[config.mk]
export PLATFORM = sky130hd
export DESIGN_NAME = dsbp_back
export DESIGN_NICKNAME = d
export VERILOG_FILES = /design/src/hdl/dsbp_pkg.sv /design/src/hdl/dsbp_back.sv
export SDC_FILE = /design/constraint.sdc
export NUM_CORES = 1
export LEC_CHECK = 0
export BUFFER_PORTS_ARGS = -buffer_cell sky130_fd_sc_hd__clkbuf_2
export CAP_MARGIN = 20
export CORE_MARGIN = 2
export CORE_UTILIZATION = 50
export CTS_CLUSTER_DIAMETER = 40
export DETAILED_ROUTE_END_ITERATION = 10
export GPL_TIMING_DRIVEN = 0
export PLACE_DENSITY = 0.83
export SYNTH_ARGS = -nofsm -noshare
export SYNTH_HDL_FRONTEND = slang
export SYNTH_SLANG_ARGS = --single-unit
[constraint.sdc]
create_clock -name clk -period 5.5 [get_ports clk]
set_input_delay 0.275 -clock clk [delete_from_list [all_inputs] [get_ports clk]]
set_output_delay 0.275 -clock clk [all_outputs]
set_load 0.05 [all_outputs]
[src/hdl/dsbp_pkg.sv]
// Types, codes and Deflate range tables of the symbol bit packer.
`default_nettype none

package dsbp_pkg;

    localparam logic [2:0] OP_LOAD_LITLEN = 3'd0;
    localparam logic [2:0] OP_LOAD_DIST   = 3'd1;
    localparam logic [2:0] OP_LITERAL     = 3'd2;
    localparam logic [2:0] OP_MATCH       = 3'd3;
    localparam logic [2:0] OP_END_BLOCK   = 3'd4;

    localparam int MAX_CODE_LEN = 15;

    localparam logic [8:0] END_SYMBOL       = 9'd256;
    localparam logic [9:0] FIRST_LEN_SYMBOL = 10'd257;

    localparam int QUEUE_DEPTH = 4;
    localparam int QCNT_W      = $clog2(QUEUE_DEPTH + 1);

    localparam int ACC_BITS  = 32;
    localparam int CODE_BITS = 15;

    localparam int LEN_CODES  = 29;
    localparam int DIST_CODES = 30;

    localparam logic [8:0] LEN_BASE [LEN_CODES] = '{
        9'd3, 9'd4, 9'd5, 9'd6, 9'd7, 9'd8, 9'd9, 9'd10, 9'd11, 9'd13, 9'd15, 9'd17,
        9'd19, 9'd23, 9'd27, 9'd31, 9'd35, 9'd43, 9'd51, 9'd59, 9'd67, 9'd83, 9'd99,
        9'd115, 9'd131, 9'd163, 9'd195, 9'd227, 9'd258
    };
    localparam logic [2:0] LEN_EXTRA [LEN_CODES] = '{
        3'd0, 3'd0, 3'd0, 3'd0, 3'd0, 3'd0, 3'd0, 3'd0, 3'd1, 3'd1, 3'd1, 3'd1,
        3'd2, 3'd2, 3'd2, 3'd2, 3'd3, 3'd3, 3'd3, 3'd3, 3'd4, 3'd4, 3'd4, 3'd4,
        3'd5, 3'd5, 3'd5, 3'd5, 3'd0
    };
    localparam logic [15:0] DIST_BASE [DIST_CODES] = '{
        16'd1, 16'd2, 16'd3, 16'd4, 16'd5, 16'd7, 16'd9, 16'd13, 16'd17, 16'd25,
        16'd33, 16'd49, 16'd65, 16'd97, 16'd129, 16'd193, 16'd257, 16'd385, 16'd513,
        16'd769, 16'd1025, 16'd1537, 16'd2049, 16'd3073, 16'd4097, 16'd6145,
        16'd8193, 16'd12289, 16'd16385, 16'd24577
    };
    localparam logic [3:0] DIST_EXTRA [DIST_CODES] = '{
        4'd0, 4'd0, 4'd0, 4'd0, 4'd1, 4'd1, 4'd2, 4'd2, 4'd3, 4'd3, 4'd4, 4'd4,
        4'd5, 4'd5, 4'd6, 4'd6, 4'd7, 4'd7, 4'd8, 4'd8, 4'd9, 4'd9, 4'd10, 4'd10,
        4'd11, 4'd11, 4'd12, 4'd12, 4'd13, 4'd13
    };

    typedef logic [QCNT_W-1:0] qcount_t;

    typedef struct packed {
        logic [2:0]  op;
        logic [8:0]  table_index;
        logic [14:0] code_value;
        logic [3:0]  code_length;
        logic [7:0]  literal_byte;
        logic [7:0]  length_less_three;
        logic [15:0] match_distance;
    } sym_t;

    typedef struct packed {
        logic [7:0] out_byte;
        logic       last_of_run;
        logic       block_done;
        logic       load_error;
    } octet_t;

    // One right-aligned bit string: a table entry or a run of extra bits.
    typedef struct packed {
        logic [3:0]           len;
        logic [CODE_BITS-1:0] bits;
    } code_t;

    typedef enum logic [1:0] {
        KIND_LITERAL,
        KIND_MATCH,
        KIND_END,
        KIND_ERROR
    } kind_t;

    typedef struct packed {
        kind_t           kind;
        logic [5:0]      total;
        code_t [3:0]     seg;
    } qentry_t;

    typedef struct packed {
        logic [4:0] sym;
        code_t      extra;
    } xcode_t;

    function automatic xcode_t len_class(input logic [7:0] less3);
        logic [8:0] len;
        xcode_t     r;
        len = 9'(less3) + 9'd3;
        r   = '0;
        for (int i = 0; i < LEN_CODES; i++) begin
            if (len >= LEN_BASE[i])
            begin
                r.sym        = 5'(i);
                r.extra.len  = 4'(LEN_EXTRA[i]);
                r.extra.bits = CODE_BITS'(len - LEN_BASE[i]);
            end
        end
        return r;
    endfunction

    function automatic xcode_t dist_class(input logic [15:0] d);
        logic [15:0] dd;
        xcode_t      r;
        dd = d;
        // clamp to the legal window range
        if (d == 16'd0)
        begin
            dd = 16'd1;
        end
        else if (d > 16'd32768)
        begin
            dd = 16'd32768;
        end
        r = '0;
        for (int i = 0; i < DIST_CODES; i++) begin
            if (dd >= DIST_BASE[i])
            begin
                r.sym        = 5'(i);
                r.extra.len  = DIST_EXTRA[i];
                r.extra.bits = CODE_BITS'(dd - DIST_BASE[i]);
            end
        end
        return r;
    endfunction

endpackage

`default_nettype wire

[src/hdl/dsbp_back.sv]
// Back end: packs code segments MSB-first into bytes and drives the output register.
`default_nettype none

module dsbp_back (
    input  logic              clk,
    input  logic              rst_n,
    input  dsbp_pkg::qentry_t head,
    input  logic              head_valid,
    output logic              pop,
    output logic              octet_valid,
    input  logic              octet_stall,
    output dsbp_pkg::octet_t  octet
);

    localparam int AW      = dsbp_pkg::ACC_BITS;
    localparam int CB      = dsbp_pkg::CODE_BITS;
    localparam logic [5:0] APPEND_MAX = 6'(AW - CB);

    logic [AW-1:0]    acc_reg;
    logic [AW-1:0]    acc_next;
    logic [AW-1:0]    acc_mid;
    logic [AW-1:0]    ins;
    logic [5:0]       cnt_reg;
    logic [5:0]       cnt_next;
    logic [5:0]       cnt_mid;
    logic [5:0]       shamt;
    logic [2:0]       seg_idx_reg;
    logic [2:0]       seg_idx_next;
    logic [2:0]       seg_idx_step;
    logic [2:0]       nseg;
    logic [5:0]       used_reg;
    logic [5:0]       used_next;
    logic [5:0]       rem;
    logic [6:0]       span;
    dsbp_pkg::code_t  seg;
    logic             out_valid_reg;
    logic             out_valid_next;
    dsbp_pkg::octet_t out_reg;
    dsbp_pkg::octet_t out_next;
    logic             out_free;
    logic             is_err;
    logic             is_end;
    logic             segs_done;
    logic             emit_norm;
    logic             flush;
    logic             err_emit;
    logic             app;
    logic             last_norm;

    always_comb
    begin
        case (head.kind) inside
            dsbp_pkg::KIND_MATCH: nseg = 3'd4;
            dsbp_pkg::KIND_ERROR: nseg = 3'd0;
            default:              nseg = 3'd1;
        endcase
    end

    assign is_err    = head_valid && head.kind == dsbp_pkg::KIND_ERROR;
    assign is_end    = head.kind == dsbp_pkg::KIND_END;
    assign segs_done = seg_idx_reg == nseg;
    assign rem       = head.total - used_reg;
    // Bits still owed by the head token, counting those already buffered.
    assign span      = 7'(cnt_reg) + 7'(rem);
    assign last_norm = is_end ? span == 7'd8 : span < 7'd16;

    assign out_free  = !out_valid_reg || !octet_stall;
    assign emit_norm = out_free && cnt_reg >= 6'd8;
    assign flush     = out_free && head_valid && is_end && segs_done
                       && cnt_reg != 6'd0 && cnt_reg < 6'd8;
    assign err_emit  = out_free && is_err;

    assign cnt_mid = emit_norm ? cnt_reg - 6'd8 : cnt_reg;
    assign acc_mid = emit_norm ? acc_reg << 8 : acc_reg;

    assign seg   = head.seg[seg_idx_reg[1:0]];
    assign app   = head_valid && !segs_done && cnt_mid <= APPEND_MAX;
    assign shamt = 6'(AW) - cnt_mid - 6'(seg.len);
    assign ins   = {{(AW - CB){1'b0}}, seg.bits} << shamt;

    assign acc_next = flush ? '0 : (app ? (acc_mid | ins) : acc_mid);
    assign cnt_next = flush ? '0 : (app ? cnt_mid + 6'(seg.len) : cnt_mid);

    assign seg_idx_step = app ? seg_idx_reg + 3'd1 : seg_idx_reg;

    // Retire the token once every byte ending in its bits has gone out.
    assign pop = head_valid && (is_err ? err_emit
                 : (seg_idx_step == nseg
                    && (is_end ? cnt_next == 6'd0 : cnt_next < 6'd8)));

    assign seg_idx_next = pop ? '0 : seg_idx_step;
    assign used_next    = pop ? '0 : (app ? used_reg + 6'(seg.len) : used_reg);

    always_comb
    begin
        out_next       = out_reg;
        out_valid_next = out_valid_reg && !out_free;
        if (emit_norm)
        begin
            out_valid_next = 1'b1;
            out_next       = '{out_byte: acc_reg[AW-1 -: 8], last_of_run: last_norm,
                               block_done: is_end && last_norm, load_error: 1'b0};
        end
        else if (flush)
        begin
            out_valid_next = 1'b1;
            out_next       = '{out_byte: acc_reg[AW-1 -: 8], last_of_run: 1'b1,
                               block_done: 1'b1, load_error: 1'b0};
        end
        else if (err_emit)
        begin
            out_valid_next = 1'b1;
            out_next       = '{out_byte: 8'd0, last_of_run: 1'b1,
                               block_done: 1'b0, load_error: 1'b1};
        end
    end

    always_ff @(posedge clk or negedge rst_n)
    begin
        if (!rst_n)
        begin
            acc_reg       <= '0;
            cnt_reg       <= '0;
            seg_idx_reg   <= '0;
            used_reg      <= '0;
            out_valid_reg <= 1'b0;
        end
        else
        begin
            acc_reg       <= acc_next;
            cnt_reg       <= cnt_next;
            seg_idx_reg   <= seg_idx_next;
            used_reg      <= used_next;
            out_valid_reg <= out_valid_next;
        end
    end

    always_ff @(posedge clk)
    begin
        out_reg <= out_next;
    end

    assign octet_valid = out_valid_reg;
    assign octet       = out_reg;

endmodule

`default_nettype wire

==> out/results.tsv <==
stage	metric	value	unit
outcome	status	complete, no violations	
drt	dr.pass1.iters	5	
floorplanning	core-area	9860	um^2
synth	synthDistinctLibCells	74	
setup_path	arrival	5000	ps
timing	setup_viol	0	
synth	ys.flop_type	dfrtp_1	
synth	yosys_warnings	0	
min_path	holdCritPathClass	input pin to register	
finish	nets	768	
drt	wire_per_inst	18.5	um
setup_path	crit_required	5720	ps
setup_path	regToRegEndpoint	acc_reg[30]	
drt	met2_length	6.84	mm
synth	synth_nets	656	
finish	stdcell_area	6030	um^2
grt	grt_max_degree	38	
finish	largest_reg_flops	32	
clock_tree	htreeDepth	3	
finish	fill_cells	795	
grt	antenna_found_initial	0	
placement	place_congestion	0.963	
setup_path	timing.rr.start	seg_idx_reg[0]	
grt	grt_overflow_total	0	
synth	ys_seq_area_share	29.6	%
drt	wl_met3	1.26	mm
timing	fin_crit	4790	ps
job	max_cap_violations	0	
placement	placed_area	5820	um^2
synth	synth.avg_cell_area	9.61	um^2
drt	routed.top_layer	met4	
timing	drv_slew	0	
setup_path	cp_max_fo	10	
min_path	min_from	head[83]	
clock_tree	cts_made_buffers	9	
clock_tree	cts_tree	yes	
grt	grt_pass1_vias	4898	
timing	fin_ws	714	ps
timing	relSlewSlack	46.6	%
finish	final_cells	784	
min_path	holdPathStages	3	
finish	diodes	0	
synth	synth_edf_count	10	
floorplanning	pin_count	101	
floorplanning	placementRows	36	
timing	fin_crit_sh	87.0	%
placement	dp_cells	767	
finish	area_delta_synth_final	17.4	%
timing	final_hold_viol_count	0	
drt	via_count	4855	
timing	worst_slew_pin_slew	798	ps
floorplanning	dieArea	11100	um^2
drt	drt-met1-wl	6.03	mm
setup_path	rrSetupSlack	710	ps
clock_tree	root_buffer	clkbuf_8	
timing	rsz0062_at_grt	no	
setup_path	critical_path_class	register to register	
setup_path	endpoint_kind	register	
synth	syn_inst	534	
clock_tree	clock_path_buffers	2	
drt	drcViolationCount	0	
clock_tree	clk_latency	360	ps
timing	fmax	0.209	GHz
placement	port_buffers	99	
setup_path	path_cells	clkbuf_1, buf_2, mux4_2, ha_1, inv_1, ha_1, fa_1, clkbuf_1, nor2_1, a222oi_1, mux2i_1, nand2_1, a31oi_1	
min_path	min_to	octet_valid	
synth	synthesis.area	5130	um^2
synth	yosys_register_bits	59	
timing	fin_tns_setup	0	ps
grt	grt_pass1_wl	24.0	mm
floorplanning	initial_core_util	52.0	%
setup_path	critPathLaunchType	register	
clock_tree	clock-sinks	59	
placement	dp_slack	813	ps
floorplanning	die_w	105	um
floorplanning	die_h	105	um
timing	clock_skew	7.89	ps
drt	ant_nets	0	
clock_tree	path_clk_slew	80	ps
drt	drtIter0Drc	581	
setup_path	critPathLaunch	seg_idx_reg[0]	
drt	viasPerCell	6.19	
setup_path	cp_slowest_cell	a222oi_1	
finish	drive_above_1_share	26.1	%
drt	finalWirelength	14.5	mm
setup_path	r2r_cells	13	
synth	synthArstFlopShare	81.4	%
placement	dp_hpwl	11.3	mm
setup_path	slowest_delay	720	ps
grt	grt_usage	27.4	%
-- per-layer routing --
layer | track usage (%) | vias to the layer above
met5 | 0 | -
met4 | 10.3 | 0
met3 | 5.32 | 47
met2 | 45.9 | 295
met1 | 35.2 | 2295
li1 | - | 2218
-- cells by family after synthesis --
| group | count (synthesis) | synth area share, % |
|---|---|---|
| fa+ha+maj | 34 | 9.02 |
| compound gates | 130 | 19.7 |
| buf+inv | 57 | 4.41 |
| flops | 59 | 29.6 |
| simple gates | 171 | 15.6 |
| xor+xnor | 24 | 4.09 |
| mux | 59 | 17.5 |
-- cell usage after synthesis (10+ instances only) --
library cell   n  area, um^2
nor2_1        60         225
nand2_1       49         184
dfrtp_1       48        1200
inv_1         30         113
ha_1          29         363
a21oi_1       23         115
mux2i_1       23         230
mux4_2        22         495
clkbuf_1      21        78.8
o21ai_0       18        90.1
xnor2_1       16         140
nor2b_1       15        93.8
mux2_2        12         135
a22o_1        10        87.6
a31oi_1       10        62.6
edfxtp_1      10         300
-- worst max path at each step --
stage,to
CTS,acc_reg[30]
floorplan,acc_reg[25]
finish,acc_reg[30]
detailed placement,acc_reg[30]
global route,acc_reg[14]
global placement,acc_reg[14]
-- per-stage QoR --
| step | util (%) | hold slack (ps) |
|---|---|---|
| final | 61.1 | 325 |
| after global routing | 61.1 | 335 |
| after CTS | 61.1 | 306 |
| after detailed placement | 59.0 | 185 |
| after global placement | 58.8 | 448 |
| after floorplan | - | -20.6 |
-- cell type report --
class	count	area [um^2]	share of cell area, %
Sequential cell	59	1520	25.2
Clock inverter	7	77.6	1.29
Tap cell	133	166	2.76
Inverter	31	116	1.93
Clock buffer	9	124	2.06
Multi-Input combinational cell	418	3390	56.2
Timing Repair Buffer	101	526	8.72
Buffer	26	110	1.83
-- placed cells by master (no fill, tap or decap), types with 5 or more instances in the layout --
cell,n
mux4_2,22
a211oi_1,8
inv_1,30
clkbuf_1,21
nand2_1,49
a21oi_1,23
clkbuf_8,9
mux2_2,12
fa_1,5
a31oi_1,10
nand3_1,9
o21ai_0,18
a21o_1,6
ha_1,29
nor3_1,8
xnor2_1,16
nor2b_1,15
clkbuf_2,100
a22o_1,10
edfxtp_1,10
xor2_1,8
nor2_1,60
a22oi_1,6
o22ai_1,9
dfrtp_1,48
mux2i_1,23
or3_1,5
-- timing repair --
item                                   4_1_cts  5_1_grt
endpoints found under the hold margin       11        0
gates resized for setup                      0        0
setup buffers                                0        0
hold buffers                                 1        0
-- critical path, delay by kind of cell (launching register included) --
family                   cells  cell delay (ps)
AO/OA/AOI/OAI                2              800
adder cells (fa/ha/maj)      3             1140
buffers and inverters        4             1110
flip-flops                   1              360
multiplexers                 2              900
AND/OR/NAND/NOR              2              350
Power is not shown: default switching activity piles up to over one toggle a cycle in this logic, so the estimate is an artifact.
