### src/hdl/dsbp_pkg.sv
// Types, codes and Deflate range tables of the symbol bit packer.
`default_nettype none

package dsbp_pkg;

    localparam logic [2:0] OP_LOAD_LITLEN = 3'd0;
    localparam logic [2:0] OP_LOAD_DIST   = 3'd1;
    localparam logic [2:0] OP_LITERAL     = 3'd2;
    localparam logic [2:0] OP_MATCH       = 3'd3;
    localparam logic [2:0] OP_END_BLOCK   = 3'd4;

    localparam int MAX_CODE_LEN = 15;

    localparam logic [8:0] END_SYMBOL       = 9'd256;
    localparam logic [9:0] FIRST_LEN_SYMBOL = 10'd257;

    localparam int QUEUE_DEPTH = 4;
    localparam int QCNT_W      = $clog2(QUEUE_DEPTH + 1);

    localparam int ACC_BITS  = 32;
    localparam int CODE_BITS = 15;

    localparam int LEN_CODES  = 29;
    localparam int DIST_CODES = 30;

    localparam logic [8:0] LEN_BASE [LEN_CODES] = '{
        9'd3, 9'd4, 9'd5, 9'd6, 9'd7, 9'd8, 9'd9, 9'd10, 9'd11, 9'd13, 9'd15, 9'd17,
        9'd19, 9'd23, 9'd27, 9'd31, 9'd35, 9'd43, 9'd51, 9'd59, 9'd67, 9'd83, 9'd99,
        9'd115, 9'd131, 9'd163, 9'd195, 9'd227, 9'd258
    };
    localparam logic [2:0] LEN_EXTRA [LEN_CODES] = '{
        3'd0, 3'd0, 3'd0, 3'd0, 3'd0, 3'd0, 3'd0, 3'd0, 3'd1, 3'd1, 3'd1, 3'd1,
        3'd2, 3'd2, 3'd2, 3'd2, 3'd3, 3'd3, 3'd3, 3'd3, 3'd4, 3'd4, 3'd4, 3'd4,
        3'd5, 3'd5, 3'd5, 3'd5, 3'd0
    };
    localparam logic [15:0] DIST_BASE [DIST_CODES] = '{
        16'd1, 16'd2, 16'd3, 16'd4, 16'd5, 16'd7, 16'd9, 16'd13, 16'd17, 16'd25,
        16'd33, 16'd49, 16'd65, 16'd97, 16'd129, 16'd193, 16'd257, 16'd385, 16'd513,
        16'd769, 16'd1025, 16'd1537, 16'd2049, 16'd3073, 16'd4097, 16'd6145,
        16'd8193, 16'd12289, 16'd16385, 16'd24577
    };
    localparam logic [3:0] DIST_EXTRA [DIST_CODES] = '{
        4'd0, 4'd0, 4'd0, 4'd0, 4'd1, 4'd1, 4'd2, 4'd2, 4'd3, 4'd3, 4'd4, 4'd4,
        4'd5, 4'd5, 4'd6, 4'd6, 4'd7, 4'd7, 4'd8, 4'd8, 4'd9, 4'd9, 4'd10, 4'd10,
        4'd11, 4'd11, 4'd12, 4'd12, 4'd13, 4'd13
    };

    typedef logic [QCNT_W-1:0] qcount_t;

    typedef struct packed {
        logic [2:0]  op;
        logic [8:0]  table_index;
        logic [14:0] code_value;
        logic [3:0]  code_length;
        logic [7:0]  literal_byte;
        logic [7:0]  length_less_three;
        logic [15:0] match_distance;
    } sym_t;

    typedef struct packed {
        logic [7:0] out_byte;
        logic       last_of_run;
        logic       block_done;
        logic       load_error;
    } octet_t;

    // One right-aligned bit string: a table entry or a run of extra bits.
    typedef struct packed {
        logic [3:0]           len;
        logic [CODE_BITS-1:0] bits;
    } code_t;

    typedef enum logic [1:0] {
        KIND_LITERAL,
        KIND_MATCH,
        KIND_END,
        KIND_ERROR
    } kind_t;

    typedef struct packed {
        kind_t           kind;
        logic [5:0]      total;
        code_t [3:0]     seg;
    } qentry_t;

    typedef struct packed {
        logic [4:0] sym;
        code_t      extra;
    } xcode_t;

    function automatic xcode_t len_class(input logic [7:0] less3);
        logic [8:0] len;
        xcode_t     r;
        len = 9'(less3) + 9'd3;
        r   = '0;
        for (int i = 0; i < LEN_CODES; i++) begin
            if (len >= LEN_BASE[i])
            begin
                r.sym        = 5'(i);
                r.extra.len  = 4'(LEN_EXTRA[i]);
                r.extra.bits = CODE_BITS'(len - LEN_BASE[i]);
            end
        end
        return r;
    endfunction

    function automatic xcode_t dist_class(input logic [15:0] d);
        logic [15:0] dd;
        xcode_t      r;
        dd = d;
        // clamp to the legal window range
        if (d == 16'd0)
        begin
            dd = 16'd1;
        end
        else if (d > 16'd32768)
        begin
            dd = 16'd32768;
        end
        r = '0;
        for (int i = 0; i < DIST_CODES; i++) begin
            if (dd >= DIST_BASE[i])
            begin
                r.sym        = 5'(i);
                r.extra.len  = DIST_EXTRA[i];
                r.extra.bits = CODE_BITS'(dd - DIST_BASE[i]);
            end
        end
        return r;
    endfunction

endpackage

`default_nettype wire

### src/hdl/dsbp_queue.sv
// Short queue of classified tokens between the front end and the bit packer.
`default_nettype none

module dsbp_queue (
    input  logic              clk,
    input  logic              rst_n,
    input  logic              push,
    input  dsbp_pkg::qentry_t push_entry,
    input  logic              pop,
    output dsbp_pkg::qentry_t head,
    output logic              head_valid,
    output dsbp_pkg::qcount_t count
);

    localparam int PTR_W = $clog2(dsbp_pkg::QUEUE_DEPTH);

    dsbp_pkg::qentry_t slot_reg [dsbp_pkg::QUEUE_DEPTH];
    logic [PTR_W-1:0]  wr_ptr_reg;
    logic [PTR_W-1:0]  wr_ptr_next;
    logic [PTR_W-1:0]  rd_ptr_reg;
    logic [PTR_W-1:0]  rd_ptr_next;
    dsbp_pkg::qcount_t count_reg;
    dsbp_pkg::qcount_t count_next;

    assign wr_ptr_next = push ? wr_ptr_reg + 1'b1 : wr_ptr_reg;
    assign rd_ptr_next = pop  ? rd_ptr_reg + 1'b1 : rd_ptr_reg;
    assign count_next  = count_reg + dsbp_pkg::QCNT_W'(push) - dsbp_pkg::QCNT_W'(pop);

    always_ff @(posedge clk or negedge rst_n)
    begin
        if (!rst_n)
        begin
            wr_ptr_reg <= '0;
            rd_ptr_reg <= '0;
            count_reg  <= '0;
        end
        else
        begin
            wr_ptr_reg <= wr_ptr_next;
            rd_ptr_reg <= rd_ptr_next;
            count_reg  <= count_next;
        end
    end

    always_ff @(posedge clk)
    begin
        if (push)
        begin
            slot_reg[wr_ptr_reg] <= push_entry;
        end
    end

    assign head       = slot_reg[rd_ptr_reg];
    assign head_valid = count_reg != '0;
    assign count      = count_reg;

endmodule

`default_nettype wire

### config.mk
export PLATFORM = sky130hd
export DESIGN_NAME = dsbp_queue
export DESIGN_NICKNAME = d
export VERILOG_FILES = /design/src/hdl/dsbp_pkg.sv /design/src/hdl/dsbp_queue.sv
export SDC_FILE = /design/constraint.sdc
export NUM_CORES = 1
export LEC_CHECK = 0
export BUFFER_PORTS_ARGS = -buffer_cell sky130_fd_sc_hd__buf_2
export CORE_MARGIN = 2
export CORE_UTILIZATION = 45
export DETAILED_ROUTE_END_ITERATION = 6
export GPL_ROUTABILITY_DRIVEN = 0
export PLACE_DENSITY = 0.65
export SLEW_MARGIN = 10
export SYNTH_ARGS = -nofsm -noshare
export SYNTH_HDL_FRONTEND = slang
export SYNTH_SLANG_ARGS = --single-unit
### constraint.sdc
create_clock -name clk -period 5.3 [get_ports clk]
set_input_delay 1.06 -clock clk [delete_from_list [all_inputs] [get_ports clk]]
set_output_delay 1.06 -clock clk [all_outputs]
set_load 0.05 [all_outputs]
==> results by group, run 1 <==
Clocking
  – TritonCTS clock tree: done
  – # Post-CTS Setup Buffers: 0
  – Worst-skew pair later-pin latency: 0.51 ns
  – Clock transition at path regs: around 0.06 ns
  – Clk sinks: 343
  – Cell chosen for the clock root: clkbuf_16
  – Clock Path Buffers: 3
  – CTS buffer count: 37
  – CTS-repair resized insts: 0
  – Hold-fix buffers, CTS: 0
  – Htree depth: 2

Logic synthesis
  – Yosys warning count: 0
  – Part of the Yosys area used for sequential elements: 81.83%
  – Synth Instances: 472
  – Main synth FF type: edfxtp_1
  – Largest cells by area after synthesis: edfxtp_1 80%, mux4_2 15%, dfrtp_1 1.4%
  – Post-synth top area share: slightly above 80%
  – #FFs+latches synth: between 300 and 400
  – Top-count cell post-synth: edfxtp_1
  – Mapped cell area: 12540 sq um
  – Post-synthesis cell type count: 17
  – Syn_nets: between 500 and 600
  – Number of flops mapped to enable cells by yosys: 336
  – Synth async-reset ratio: 2.041%
  – Synth top cells by count: 336 x edfxtp_1, 84 x mux4_2, 7 x dfrtp_1
  – Cell taking the most area after synthesis: edfxtp_1
  – Synth Area per Inst: 26.58 sq um

Routing
  – Vias/cell: 5.171
  – Total number of vias: 5595
  – Detail Route Antenna Nets: 0
  – Initial DRC Count: 342
  – Drt wl/cell: 21.02 um
  – Residual DRC: 0
  – 1st-pass router iterations: 5
  – Post-Route WL: between 20000 and 25000 um

Timing
  – Final hold violation count: 0
  – Min cycle time layout: 3.828 ns
  – Tightest Pin Transition: about 1.1 ns
  – Final worst setup slack: ~1.5 ns
  – Crit share post-route: between 70% and 80%
  – Worst Skew: approximately 0.013 ns
  – Final Slew Violations: 0
  – Setup TNS Final: 0 ns
  – Fmax achieved: ~0.26 GHz
  – Setup violators final: 0
  – Slew HR: about 28%
  – RSZ-0062 raised after global routing: no

Critical path
  – CP Data Arrival Time: between 2 and 3 ns
  – Sequence of cells on the critical path: buf_12, mux4_2, buf_2
  – WS Path Type: flip-flop to output port
  – CP Buf/Inv Count: 2
  – Max incr delay on CP: about 1 ns
  – Worst path slowest cell: dfrtp_4
  – Worst-path maximum fanout: 46
  – Critical path required time: 4.24 ns
  – Critical path's top delay family: flip-flops
  – Kind of end point of the critical path: output port
  – Startpoint types: flip-flop

Worst hold path
  – Min-Delay Path Class: input port to asynchronous set/reset pin

Power
  – Pwr Total: approximately 10000 uW
  – Cell-internal power: about 6100 uW
  – Combinational share of power: 35.9%
  – Max VDD drop: between 0.5 and 0.6 mV
  – Part of the power in the clock network: 25.5%
  – Psw: ~3700 uW
  – Pleak: between 0.005 and 0.006 uW
  – Pwr/cell area: 655.3 nW/um^2
  – Sw Ratio: 37.56%
  – Register share of total power: slightly below 40%

Global routing
  – Tot GR Track Use: 15.60%
  – Initial antenna violation count: 3
  – First-pass GRT wire length: around 34000 um
  – Vias in the first global route: approximately 6000
  – Total grt overflow: 0
  – Largest net degree at the start of global routing: 68

Finish
  – FILL cells: roughly 2100
  – Finished Layout Cells: around 1100
  – Max reg flops: between 300 and 400
  – Area delta synth->final: 19.63%
  – Layout cells sized above 1: a little under half
  – Nets: roughly 770

Floorplanning
  – Initial core utilization: a little under half
  – Die ar.: between 20000 and 30000 sq um
  – Core area: 27630 sq um
  – Rows: 61
  – Number of placed I/O pins: about 180
  – Die Y-Extent: between 150 and 200 um
  – Die width: between 150 and 200 um

Placement
  – Placed Instances: around 1000
  – Pre-CTS WS: between 1.5 and 2 ns
  – Post-DP HPWL: roughly 13000 um
  – Buffers on Ports: ~180

Outcome
  – Status: complete, no violations

Run
  – Max cap viols: 0
## cell families after synthesis
kind of cell / after synthesis / share of synthesized area (%)
DFF: 343 / 81.83
muxes: 84 / 15.08
buffers and inverters: 25 / 1.636
adders and majority gates: 7 / 0.7580
and+or+nand+nor: 7 / 0.3092
xor gates and xnor gates: 5 / 0.3492
AOI/OAI and AO/OA: 1 / 0.03986
## power by group through the flow
stage	Sequential [uW]	Combinational [uW]	Clock, uW
5_1_grt	3860	3710	2680
3_5_place_dp	3870	3590	0
4_1_cts	3820	3600	2560
3_3_place_gp	3840	3560	0
2_1_floorplan	3760	2970	0
6_report	3800	3530	2500
## routing by layer
| metal | up-vias | global-route usage [%] | share of wire, % |
|---|---|---|---|
| li1 | 2448 | - | - |
| met1 | 2944 | 20.26 | 41 |
| met2 | 166 | 26.33 | 50 |
| met3 | 37 | 3.979 | 6.2 |
| met4 | 0 | 4.311 | 1.9 |
| met5 | - | 0 | 0 |
## path summary, 6_finish.rpt
| check | end | depth (start not counted) | from | slack, ns |
|---|---|---|---|---|
| worst max-delay path | head[38] | 3 | rd_ptr_reg[0]$_DFFE_PN0P_ | 1.47 |
| worst min-delay path | rd_ptr_reg[0]$_DFFE_PN0P_ | 1 | rst_n | 0.39 |
| worst max register to register | slot_reg[0][32]$_DFFE_PP_ | 4 | wr_ptr_reg[0]$_DFFE_PN0P_ | 2.95 |
| worst min register to register | count[2]$_DFF_PN0_ | 1 | count[2]$_DFF_PN0_ | 0.52 |
| max in group asynchronous | rd_ptr_reg[1]$_DFFE_PN0P_ | 1 | rst_n | 4.73 |
| min in group clk | count[2]$_DFF_PN0_ | 1 | count[2]$_DFF_PN0_ | 0.52 |
## per-stage QoR
step | hold WS (ns) | cell area (sq um) | utilization (%)
2_1_floorplan | 0.4936 | 12540 | -
3_3_place_gp | 0.4717 | 13790 | 49.92
3_5_place_dp | 0.5063 | 13790 | 49.92
4_1_cts | 0.3692 | 15000 | 54.30
5_1_grt | 0.3760 | 15000 | 54.30
6_report | 0.3875 | 15010 | 54.32
## cell type report
type / count / area [sq um] / area share (%)
antenna: 2 / 5.005 / 0.03335
clock buffer: 44 / 994.7 / 6.628
clock inverter: 23 / 214.0 / 1.426
inverter: 6 / 22.52 / 0.1501
multi-input combinational: 104 / 2085 / 13.89
sequential: 343 / 10270 / 68.45
tap: 378 / 473.0 / 3.152
timing repair buffer: 182 / 940.9 / 6.270
## placed cells by master, fill, tap and decap left out
master,instances
clkinv_2,4
or3_1,1
and2_4,4
clkbuf_16,39
inv_1,6
clkbuf_1,5
clkinv_1,11
mux4_2,84
clkinv_4,1
ha_1,6
inv_6,1
dfrtp_4,2
dfrtp_1,5
bufinv_16,4
diode_2,2
buf_12,1
edfxtp_1,336
o21ai_0,1
clkinvlp_4,2
fa_1,1
nand2_1,2
buf_2,175
buf_4,6
xnor2_1,2
xor2_1,3
Power figures use the tool's default switching activity.
==> run 2, diff against run 1 <==
--- a/config.mk
+++ b/config.mk
@@ -10,7 +10,7 @@
 export CORE_UTILIZATION = 45
 export DETAILED_ROUTE_END_ITERATION = 6
 export GPL_ROUTABILITY_DRIVEN = 0
-export PLACE_DENSITY = 0.65
+export PLACE_DENSITY = 0.68
 export SLEW_MARGIN = 10
 export SYNTH_ARGS = -nofsm -noshare
 export SYNTH_HDL_FRONTEND = slang
==> constraint.sdc (replaced) <==
create_clock -name clk -period 3.1 [get_ports clk]
set_input_delay 0.62 -clock clk [delete_from_list [all_inputs] [get_ports clk]]
set_output_delay 0.62 -clock clk [all_outputs]
set_load 0.05 [all_outputs]
==> results by group, run 2 (synthesized netlist as in run 1, its figures left out) <==
Outcome
  – Status: complete, no violations

Global routing
  – Largest net degree at the start of global routing: 48 (-29%)
  – Global-route met1 utilization: 20.58% (+0.32 points)
  – Total grt overflow: 0 (unchanged)
  – First-pass GRT wire length: 34960 um (+2.3%)
  – Routing usage on met3: 4.349% (+0.37 points)
  – Met2 global-route usage: 26.95% (+0.61 points)
  – Busiest layer in global routing: met2
  – Vias in the first global route: 6066 (+0.98%)
  – Tot GR Track Use: 16.01% (+0.41 points)
  – Initial antenna violation count: 2 (-1)

Critical path
  – Sequence of cells on the critical path: buf_4, mux4_2, buf_2
  – R2r setup slk: 1.21 ns (-1.74 ns)
  – WS Path Type: flip-flop to output port
  – Critical path required time: 2.48 ns (-1.76 ns)
  – Kind of end point of the critical path: output port
  – Reg2reg start: wr_ptr_reg[0]$_DFFE_PN0P_
  – Worst-path maximum fanout: 24 (-48%)
  – Reg2Reg Capture Point: slot_reg[0][43]$_DFFE_PP_
  – CP Buf/Inv Count: 2 (unchanged)
  – Critical path's top delay family: buffers and inverters
  – Startpoint types: flip-flop
  – Worst path slowest cell: dfrtp_4
  – CP Data Arrival Time: 2.21 ns (-0.56 ns)
  – R2R depth: 4 (unchanged)
  – Max incr delay on CP: 0.63 ns (-0.35 ns)

Power
  – Psw: 6292 uW (+70%)
  – Max VDD drop: 0.8276 mV (+52%)
  – Pwr/cell area: 1097 nW/um^2 (+67%)
  – Combinational share of power: 38.6% (+2.7 points)
  – Cell-internal power: 10120 uW (+65%)
  – Part of the power in the clock network: 22.8% (-2.7 points)
  – Sw Ratio: 38.34% (+0.78 points)
  – Pleak: 0.005125 uW (-0.25%)
  – Register share of total power: 38.6% (about the same)

Floorplanning
  – Die ar.: 29230 sq um (unchanged)
  – Rows: 61 (unchanged)
  – Die Y-Extent: 171.0 um (unchanged)
  – Core area: 27630 sq um (unchanged)
  – Die width: 171.0 um (unchanged)
  – Initial core utilization: 45.40% (unchanged)
  – Number of placed I/O pins: 176 (unchanged)

Placement
  – Post-DP Area: 13910 sq um (+0.82%)
  – Post-DP HPWL: 13690 um (+2.2%)
  – Pre-CTS WS: 0.7833 ns (-1.102 ns)
  – Buffers on Ports: 175 (unchanged)

Worst hold path
  – Min-Delay Path Class: input port to flip-flop
  – Cell depth of the worst hold path: 1
  – Worst hold start: push_entry[65]
  – Hold Crit Endpoint: slot_reg[0][65]$_DFFE_PP_

Routing
  – Drt wl/cell: 21.39 um (+1.8%)
  – Vias/cell: 5.224 (+1.0%)
  – Residual DRC: 0 (unchanged)
  – Detail Route Antenna Nets: 0 (unchanged)
  – Post-Route WL: 23180 um (+2.0%)
  – 1st-pass router iterations: 4 (-1)
  – Total number of vias: 5663 (+1.2%)
  – Initial DRC Count: 356 (+4.1%)

Timing
  – Fmax achieved: between 0.3 and 0.4 GHz
  – Hold WS: 0.3333 ns (-0.05425 ns)
  – Min cycle time layout: between 2 and 3 ns
  – Setup violators final: 0 (unchanged)
  – Worst Skew: 0.01130 ns (-0.002060 ns)
  – Slew HR: 63.04% (+35 points)
  – Tightest Pin Transition: 0.5544 ns (-0.5209 ns)
  – Final worst setup slack: 0.2691 ns (-1.203 ns)
  – Final Slew Violations: 0 (unchanged)
  – Final hold violation count: 0 (unchanged)
  – RSZ-0062 raised after global routing: no
  – Crit share post-route: 91.32%
  – Setup TNS Final: 0 ns (unchanged)

Clocking
  – Worst-skew pair later-pin latency: 0.50 ns (about the same)
  – Cell chosen for the clock root: clkbuf_16
  – Clk sinks: 343 (unchanged)
  – # Post-CTS Setup Buffers: 0 (unchanged)
  – Clock transition at path regs: 0.06 ns (about the same)
  – Htree depth: 2 (unchanged)
  – TritonCTS clock tree: done
  – CTS buffer count: 34 (-8.1%)
  – Clock Path Buffers: 3 (unchanged)

Finish
  – Commonest non-fill, non-tap cell in the layout: edfxtp_1
  – Area delta synth->final: 19.23%
  – Finished Core Util: 54.13% (-0.18 points)
  – FILL cells: 2137 (+0.52%)
  – Layout cells sized above 1: 46.44% (+0.43 points)
  – Final instance area: 14960 sq um (-0.33%)
  – Most frequent cells in the layout: 336 x edfxtp_1, 175 x buf_2, 84 x mux4_2
  – Max reg flops: 336 (unchanged)
  – Nets: 772 (+0.39%)

Run
  – Max cap viols: 0 (unchanged)
-- run 2: worst max path at each step --
stage,slack [ns],depth (start not counted),from,to
after floorplan,0.07,3,wr_ptr_reg[0]$_DFFE_PN0P_,slot_reg[0][0]$_DFFE_PP_
final,0.27,3,rd_ptr_reg[1]$_DFFE_PN0P_,head[0]
after detailed placement,0.78,3,rd_ptr_reg[1]$_DFFE_PN0P_,head[0]
after CTS,0.24,3,rd_ptr_reg[1]$_DFFE_PN0P_,head[0]
after global routing,0.19,3,rd_ptr_reg[1]$_DFFE_PN0P_,head[0]
after global placement,0.80,3,rd_ptr_reg[1]$_DFFE_PN0P_,head[46]
-- run 2: power groups by stage --
stage	clock, uW	combinational (uW)	sequential (uW)
after floorplan	0	5070	6420
after global placement	0	6390	6370
after detailed placement	0	6440	6430
after CTS	3850	6460	6340
after global routing	4020	6680	6400
final	3750	6330	6340
-- run 2: cell type report --
type | instances | area (sq um) | area share (%)
clock buffer | 41 | 940.9 | 6.291
multi-input combinational | 104 | 2085 | 13.94
sequential | 343 | 10270 | 68.68
tap | 378 | 473.0 | 3.162
antenna | 4 | 10.01 | 0.06692
clock inverter | 20 | 90.09 | 0.6023
inverter | 6 | 22.52 | 0.1506
timing repair buffer | 188 | 1064 | 7.111
-- run 2: layer usage --
metal,vias to the layer above,part of all wire [%]
met3,34,6.9
met2,184,50
met5,-,0
li1,2452,-
met1,2993,41
met4,0,1.7
-- run 2: what timing repair did --
item                                   CTS  global route
gates resized for setup                  0             0
endpoints found under the hold margin    7             0
hold buffers                             1             0
-- run 2: metrics by stage --
step	cells	power, uW
floorplan	472	11500
global placement	1018	12760
detailed placement	1018	12870
CTS	1080	16650
global route	1080	17100
finish	1084	16410
